**config.mk**
```make
export PLATFORM = sky130hd
export DESIGN_NAME = encoder_frame_receiver
export DESIGN_NICKNAME = d
export VERILOG_FILES = /design/src/sv/efr_pkg.sv /design/src/sv/encoder_frame_receiver.sv
export VERILOG_INCLUDE_DIRS = /design/src /design/src/sv
export SDC_FILE = /design/constraint.sdc
export NUM_CORES = 1
export LEC_CHECK = 0
export BUFFER_PORTS_ARGS = -buffer_cell sky130_fd_sc_hd__buf_2
export CORE_MARGIN = 10
export CORE_UTILIZATION = 55
export CTS_BUF_LIST = sky130_fd_sc_hd__clkbuf_16
export DETAILED_ROUTE_END_ITERATION = 8
export GPL_ROUTABILITY_DRIVEN = 0
export HOLD_SLACK_MARGIN = 0.06
export PLACE_DENSITY = 0.89
export RECOVER_POWER = 50
export SLEW_MARGIN = 5
export SYNTH_ARGS = -nofsm -noshare
export SYNTH_HDL_FRONTEND = slang
export SYNTH_SLANG_ARGS = --single-unit
```
**constraint.sdc**
```tcl
create_clock -name i_clk -period 3.4 [get_ports i_clk]
set_input_delay 0.17 -clock i_clk [delete_from_list [all_inputs] [get_ports i_clk]]
set_output_delay 0.17 -clock i_clk [all_outputs]
set_load 0.02 [all_outputs]
```
**src/sv/assert_macros.svh**
```systemverilog
// ----------------------------------------------------------------------------
// assert_macros.svh
// concurrent assertion helpers, compiled out when ASSERT_OFF is set
// ----------------------------------------------------------------------------
`ifndef ASSERT_MACROS_SVH
`define ASSERT_MACROS_SVH

`ifndef ASSERT_OFF
// check prop on every rising edge outside reset
`define ASSERT_CLK(lbl, clk, rst_n, prop) \
    lbl: assert property (@(posedge clk) disable iff (!(rst_n)) (prop)) \
        else $error("assertion failed");
// check prop on every rising edge, reset included
`define ASSERT_ALWAYS(lbl, clk, prop) \
    lbl: assert property (@(posedge clk) (prop)) \
        else $error("assertion failed");
`else
`define ASSERT_CLK(lbl, clk, rst_n, prop)
`define ASSERT_ALWAYS(lbl, clk, prop)
`endif

`endif

```
**src/sv/efr_pkg.sv**
```systemverilog
// ----------------------------------------------------------------------------
// efr_pkg
// types, constants and the crc step for the encoder frame receiver
// ----------------------------------------------------------------------------
`default_nettype none

package efr_pkg;

    localparam int unsigned BYTE_W  = 8;
    localparam int unsigned IDX_W   = 3;
    localparam int unsigned POS_W   = 21;

    localparam logic [BYTE_W-1:0] CONTROL_RESET = 8'h02;
    localparam logic [BYTE_W-1:0] CRC_POLY      = 8'h01;

    localparam int unsigned COUNT_BIT  = 4;
    localparam int unsigned MTBATT_BIT = 5;

    // byte positions inside a frame
    localparam logic [IDX_W-1:0] IDX_CONTROL = 3'd0;
    localparam logic [IDX_W-1:0] IDX_STATUS  = 3'd1;
    localparam logic [IDX_W-1:0] IDX_POS0    = 3'd2;
    localparam logic [IDX_W-1:0] IDX_POS1    = 3'd3;
    localparam logic [IDX_W-1:0] IDX_POS2    = 3'd4;
    localparam logic [IDX_W-1:0] IDX_CRC     = 3'd5;
    localparam logic [IDX_W-1:0] FRAME_BYTES = 3'd6;

    typedef enum logic [1:0] {
        ST_OK          = 2'd0,
        ST_BAD_CONTROL = 2'd1,
        ST_CRC_ERROR   = 2'd2
    } t_frame_status;

    // one byte of crc8, msb first
    function automatic logic [BYTE_W-1:0] crc_byte(
        input logic [BYTE_W-1:0] crc,
        input logic [BYTE_W-1:0] b
    );
        logic [BYTE_W-1:0] c;
        c = crc ^ b;
        for (int k = 0; k < BYTE_W; k++) begin
            if (c[BYTE_W-1]) begin
                c = {c[BYTE_W-2:0], 1'b0} ^ CRC_POLY;
            end else begin
                c = {c[BYTE_W-2:0], 1'b0};
            end
        end
        return c;
    endfunction

endpackage

`default_nettype wire

```
**src/sv/encoder_frame_receiver.sv**
```systemverilog
// ----------------------------------------------------------------------------
// encoder_frame_receiver
// six-byte absolute encoder reply receiver with control and crc8 check
// ----------------------------------------------------------------------------
// throughput: one byte beat per cycle, bar a stalled crc byte; the input register feeds
//   the frame logic and a result register, so other bytes flow while a result waits
// the result beat is valid in the cycle after the crc byte is accepted
// a held result stalls the crc byte of the next frame and the input behind it
// reset (i_rst_n low, synchronous): byte counter and checks cleared,
//   no beats pending, expected control value back to 0x02
`default_nettype none

`include "assert_macros.svh"

module encoder_frame_receiver (
    input  wire logic        i_clk,
    input  wire logic        i_rst_n,
    // configuration
    input  wire logic        i_cfg_we,
    input  wire logic [7:0]  i_cfg_wdata,     // expected_control
    // byte stream in
    input  wire logic        s_axis_tvalid,
    output      logic        s_axis_tready,
    input  wire logic [7:0]  s_axis_tdata,    // [7:0] rx_byte
    input  wire logic        s_axis_tuser,    // [0] frame_start
    // result stream out
    output      logic        m_axis_tvalid,
    input  wire logic        m_axis_tready,
    output      logic [23:0] m_axis_tdata,    // [0] cnt_err,
                                              // [1] multiturn_batt_error,
                                              // [22:2] abs_position, [23] zero
    output      logic [1:0]  m_axis_tuser     // [1:0] frame_status
);

    localparam int unsigned BW = efr_pkg::BYTE_W;
    localparam int unsigned IW = efr_pkg::IDX_W;
    localparam int unsigned PW = efr_pkg::POS_W;

    logic [BW-1:0] r_expected;

    logic          r_in_valid;
    logic [BW-1:0] r_in_byte;
    logic          r_in_start;

    logic [IW-1:0] r_byte_index, n_byte_index;
    logic [BW-1:0] r_crc_acc,    n_crc_acc;
    logic          r_control_ok, n_control_ok;
    logic [BW-1:0] r_status,     n_status;
    logic [PW-1:0] r_pos_acc,    n_pos_acc;

    logic                   r_out_valid;
    efr_pkg::t_frame_status r_out_status, n_out_status;
    logic                   r_out_cnt,    n_out_cnt;
    logic                   r_out_mt,     n_out_mt;
    logic [PW-1:0]          r_out_pos,    n_out_pos;

    logic [IW-1:0] w_idx;
    logic          w_final;
    logic          w_go;

    // an out-of-range count is taken as the control byte
    assign w_idx   = (r_in_start || (r_byte_index >= efr_pkg::FRAME_BYTES))
                     ? efr_pkg::IDX_CONTROL : r_byte_index;
    assign w_final = (w_idx == efr_pkg::IDX_CRC);
    // only the crc byte needs room in the result register
    assign w_go    = r_in_valid && (!w_final || !r_out_valid || m_axis_tready);

    assign s_axis_tready = !r_in_valid || w_go;

    always_ff @(posedge i_clk) begin
        if (!i_rst_n) begin
            r_expected <= efr_pkg::CONTROL_RESET;
        end else if (i_cfg_we) begin
            r_expected <= i_cfg_wdata;
        end
    end

    always_ff @(posedge i_clk) begin
        if (!i_rst_n) begin
            r_in_valid <= 1'b0;
        end else if (s_axis_tready) begin
            r_in_valid <= s_axis_tvalid;
        end
    end

    always_ff @(posedge i_clk) begin
        if (s_axis_tready && s_axis_tvalid) begin
            r_in_byte  <= s_axis_tdata;
            r_in_start <= s_axis_tuser;
        end
    end

    always_comb begin
        n_byte_index = r_byte_index;
        n_crc_acc    = r_crc_acc;
        n_control_ok = r_control_ok;
        n_status     = r_status;
        n_pos_acc    = r_pos_acc;
        unique case (w_idx)
            efr_pkg::IDX_CONTROL: begin
                n_crc_acc    = efr_pkg::crc_byte('0, r_in_byte);
                n_pos_acc    = '0;
                n_status     = '0;
                n_control_ok = (r_in_byte == r_expected);
                n_byte_index = efr_pkg::IDX_STATUS;
            end
            efr_pkg::IDX_STATUS: begin
                n_crc_acc    = efr_pkg::crc_byte(r_crc_acc, r_in_byte);
                n_status     = r_in_byte;
                n_byte_index = efr_pkg::IDX_POS0;
            end
            efr_pkg::IDX_POS0: begin
                n_crc_acc       = efr_pkg::crc_byte(r_crc_acc, r_in_byte);
                n_pos_acc[7:0]  = r_in_byte;
                n_byte_index    = efr_pkg::IDX_POS1;
            end
            efr_pkg::IDX_POS1: begin
                n_crc_acc       = efr_pkg::crc_byte(r_crc_acc, r_in_byte);
                n_pos_acc[15:8] = r_in_byte;
                n_byte_index    = efr_pkg::IDX_POS2;
            end
            efr_pkg::IDX_POS2: begin
                // top byte: only 5 bits land in the position, all 8 go to the crc
                n_crc_acc        = efr_pkg::crc_byte(r_crc_acc, r_in_byte);
                n_pos_acc[PW-1:16] = r_in_byte[PW-17:0];
                n_byte_index     = efr_pkg::IDX_CRC;
            end
            default: begin
                n_byte_index = efr_pkg::IDX_CONTROL;
            end
        endcase
    end

    always_comb begin
        n_out_status = efr_pkg::ST_OK;
        n_out_cnt    = 1'b0;
        n_out_mt     = 1'b0;
        n_out_pos    = '0;
        if (!r_control_ok) begin
            n_out_status = efr_pkg::ST_BAD_CONTROL;
        end else if (r_crc_acc != r_in_byte) begin
            n_out_status = efr_pkg::ST_CRC_ERROR;
        end else begin
            n_out_cnt = r_status[efr_pkg::COUNT_BIT];
            n_out_mt  = r_status[efr_pkg::MTBATT_BIT];
            n_out_pos = r_pos_acc;
        end
    end

    always_ff @(posedge i_clk) begin
        if (!i_rst_n) begin
            r_byte_index <= '0;
            r_crc_acc    <= '0;
            r_control_ok <= 1'b0;
            r_status     <= '0;
            r_pos_acc    <= '0;
        end else if (w_go) begin
            r_byte_index <= n_byte_index;
            r_crc_acc    <= n_crc_acc;
            r_control_ok <= n_control_ok;
            r_status     <= n_status;
            r_pos_acc    <= n_pos_acc;
        end
    end

    always_ff @(posedge i_clk) begin
        if (!i_rst_n) begin
            r_out_valid <= 1'b0;
        end else if (w_go && w_final) begin
            r_out_valid <= 1'b1;
        end else if (m_axis_tready) begin
            r_out_valid <= 1'b0;
        end
    end

    always_ff @(posedge i_clk) begin
        if (w_go && w_final) begin
            r_out_status <= n_out_status;
            r_out_cnt    <= n_out_cnt;
            r_out_mt     <= n_out_mt;
            r_out_pos    <= n_out_pos;
        end
    end

    assign m_axis_tvalid = r_out_valid;
    assign m_axis_tuser  = r_out_status;
    assign m_axis_tdata  = {1'b0, r_out_pos, r_out_mt, r_out_cnt};

    `ASSERT_CLK(a_idx_range, i_clk, i_rst_n, r_byte_index <= efr_pkg::IDX_CRC)
    `ASSERT_CLK(a_wrap_after_crc, i_clk, i_rst_n,
        (w_go && w_final) |=> (r_byte_index == efr_pkg::IDX_CONTROL))
    `ASSERT_CLK(a_crc_byte_waits, i_clk, i_rst_n,
        (r_in_valid && w_final && r_out_valid && !m_axis_tready) |-> !w_go)
    `ASSERT_CLK(a_err_zero_payload, i_clk, i_rst_n,
        (r_out_valid && (r_out_status != efr_pkg::ST_OK)) |->
        (m_axis_tdata == '0))

endmodule

`default_nettype wire
```
==> out/metrics.csv <==
stage,metric,value,unit
min_path,min-delay src,i_cfg_wdata[4],
worst_setup_path,startpoint-to-endpoint class of the critical path,reg2reg,
worst_setup_path,Setup crit end kind,flop,
yosys,area of the mapped netlist,0.00335,mm²
worst_setup_path,worst endpoint data arrival time,2.81,ns
worst_setup_path,Worst R2R Setup Slack,0.81,ns
timing,final critical delay including setup and external delays,2.59,ns
finish,n_diodes,0,
yosys,post-synthesis area per instance,10.8,µm²
min_path,class of the tightest hold or removal check,in2reg,
yosys,top area cells in the synthesized netlist,"edfxtp_1, dfxtp_1, a21oi_1",
worst_setup_path,required time reported for the critical path endpoint,3.62,ns
routing,via count normalized by instance count,5.60,
die,die area,0.00960,mm²
yosys,number of unique standard cell types used by synthesis,40,
yosys,Yosys warnings,0,
yosys,cell taking the most area after synthesis,edfxtp_1,
routing,number of remaining DRC errors,0,
grt,number of global-route vias before repair,2397,
routing,Detail Route Antenna Nets,0,
die,Initial Util,56.5,%
yosys,library cell with the highest instance count after synthesis,dfxtp_1,
clock_tree,Worst-path clk slew,0.06,ns
yosys,number of synthesized flops with an enable pin,34,
clock_tree,CTS tree,yes,
clock_tree,number of clock sinks,79,
timing,worst slew slack as a fraction of its limit,-9.44,%
clock_tree,TritonCTS buffer count,9,
power_and_ir_drop,peak supply drop,0.296,mV
power_and_ir_drop,Leak,1.36,nW
worst_setup_path,category of the worst setup path launch point,flop,
clock_tree,deepest level of the CTS H-tree,3,
routing,routed wirelength normalized by instance count,16.7,µm
die,number of rows in the core area,28,
clock_tree,worst skew pair latency,0.33,ns
placed_design,input/output buffers,48,
status,run status,finished with violations,
worst_setup_path,worst-path fanout max,26,
worst_setup_path,Reg-to-Reg Start,r_in_start,
timing,clk_skew,0.00478,ns
grt,total overflow reported by the global router,0,
worst_setup_path,logic depth of the worst register-to-register path,4,
finish,P&R area growth vs syn,14.7,%
yosys,post-synthesis instance total,309,
finish,post-layout net count,372,
flow_run,reported max-cap violation count,1,
min_path,number of instances on the worst hold path,3,
timing,peak clock frequency supported by timing,386,MHz
yosys,"Net Count, Synth",331,
timing,final hold violations,0,
status,failing checks,"capacitance limit, slew limit",
routing,first-pass iteration count of the detailed router,5,
placed_design,sum of net half-perimeters after detailed placement,4.69,mm
yosys,share of Yosys cell area claimed by the top area cell type,30.5,%
timing,number of failing setup endpoints in the final timing report,0,
finish,post-layout instance count excluding filler cells,430,
placed_design,total placed cells including tap cells,405,
grt,initial antenna violation count,0,
timing,WHS,0.0707,ns
die,I/O pin total,50,
routing,Final Routed Wirelength,7.16,mm
yosys,part of the Yosys area used for sequential elements,57.4,%
power_and_ir_drop,power density relative to cell area,524,mW/mm²
finish,proportion of layout cells with a drive suffix above 1,14.1,%
clock_tree,Clock Tree Root,clkbuf_16,
yosys,list of most frequent post-synthesis cells,"dfxtp_1, a21oi_1, edfxtp_1",
finish,Layout fillers,466,
worst_setup_path,crit path launch,r_in_start,
grt,maximum number of pins on one net before global-route repair,27,
clock_tree,maximum clock path buffer count,2,
yosys,top_reg_cell synth,dfxtp_1,
timing,slew at the pin with the worst max-slew slack,1.63,ns
timing,final worst path period share,76.1,%
min_path,worst min-delay path endpoint,r_expected[4],
routing,initial detailed-routing violation count,200,
grt,global-route wire length before repair,11.7,mm
finish,share of the core filled with cells,64.8,%
die,height of the die,98.0,µm
die,die width,98.0,µm
yosys,number of synthesized register bits,79,
die,total core area,0.00592,mm²
timing,summed negative setup slack over all endpoints,0,ns
worst_setup_path,r2r endpoint,r_crc_acc[4],
routing,total via count after detailed routing,2409,
yosys,share of flip-flops with an asynchronous set or reset,0,%
timing,max-slew violation count,27,
timing,unrepaired setup endpoints after global routing,no,
grt,Total Routing Usage GR,15.1,%
layer usage:
| metal | global-route usage [%] | part of all wire (%) | routed length, µm | up-vias |
|---|---|---|---|---|
| met3 | 6.34 | 9.3 | 668 | 18 |
| met2 | 24.4 | 50 | 3560 | 99 |
| met4 | 7.83 | 2.2 | 157 | 0 |
| met1 | 16.5 | 39 | 2780 | 1124 |
| met5 | 0 | 0 | 0 | - |
| li1 | - | - | - | 1168 |
kinds of logic after synthesis:
logic type	count (synthesis)	share of synthesized area [%]
mux	10	2.99
flops	79	57.4
xor+xnor	17	5.35
buf+inv	34	5.35
simple gates	107	17.4
compound gates	61	11.4
other cells	1	0.112
stage by stage:
stage,setup WS [ns],instance area (µm²),power (mW)
after floorplan,0.816,3350,1.15
after global placement,1.29,3540,1.17
after detailed placement,1.24,3540,1.18
after CTS,1.16,3890,2.02
after global routing,0.600,3840,2.08
final,0.812,3840,2.01
worst max-delay path: stages, from the launching register on:
cell,delay (ns)
edfxtp_1,0.49
a21o_1,0.25
o21ai_1,1.25
a21oi_1,0.21
a31o_2,0.28
where the power goes:
group          switching [mW]  total, mW  internal, mW
clock network           0.359      0.844         0.485
logic                  0.0614      0.115        0.0534
registers              0.0434       1.05          1.01
how the worst max path moves through the flow:
stage | cells after the start | to | slack (ns)
6_report | 4 | r_crc_acc[4] | 0.81
5_1_grt | 4 | r_crc_acc[6] | 0.60
2_1_floorplan | 4 | m_axis_tuser[0] | 0.82
4_1_cts | 4 | s_axis_tready | 1.16
3_5_place_dp | 4 | r_out_pos[5] | 1.24
3_3_place_gp | 4 | r_out_cnt | 1.29
state kept, by name, indices dropped and copies added (netlist names):
name           flops
r_out_pos         21
r_pos_acc         21
r_crc_acc          8
r_expected         8
r_in_byte          8
r_byte_index       3
m_axis_tuser       2
r_status           2
m_axis_tvalid      1
r_control_ok       1
r_in_start         1
r_in_valid         1
r_out_cnt          1
r_out_mt           1
cell usage in the layout (no fill, tap or decap), types with 2 or more instances in the layout:
| cell | instances |
|---|---|
| a21oi_1 | 35 |
| a22o_1 | 5 |
| a31o_2 | 7 |
| a31oi_1 | 2 |
| and2_1 | 25 |
| and3_1 | 3 |
| buf_2 | 21 |
| clkbuf_1 | 28 |
| clkbuf_16 | 9 |
| clkinv_1 | 2 |
| clkinv_2 | 2 |
| clkinvlp_4 | 3 |
| dfxtp_1 | 45 |
| dlygate4sd3_1 | 9 |
| edfxtp_1 | 34 |
| inv_1 | 5 |
| mux2i_1 | 10 |
| nand2_1 | 19 |
| nand3_1 | 19 |
| nand4_1 | 11 |
| nor2_1 | 15 |
| nor2b_1 | 3 |
| nor3_1 | 4 |
| o21ai_0 | 5 |
| o21ai_1 | 2 |
| xnor2_1 | 5 |
| xnor2_2 | 3 |
| xor2_1 | 9 |
layout make-up:
type                       instances  area, µm²  share of cell area [%]
inverter                           5       18.8                   0.489
sequential                        79       1920                    50.1
clock buffer                       9        225                    5.87
tap                               75       93.8                    2.45
clock inverter                     7       40.0                    1.04
multi-input combinational        196       1230                    32.0
timing repair buffer              59        308                    8.02
repair_timing:
| action | CTS | global route |
|---|---|---|
| endpoints found under the hold margin | 9 | 0 |
| buffers inserted | 0 | 0 |
| gates resized for setup | 0 | 0 |
| hold buffers | 9 | 0 |
| setup endpoints to repair | 0 | 0 |
No activity file was read; power rests on OpenSTA's default activity.
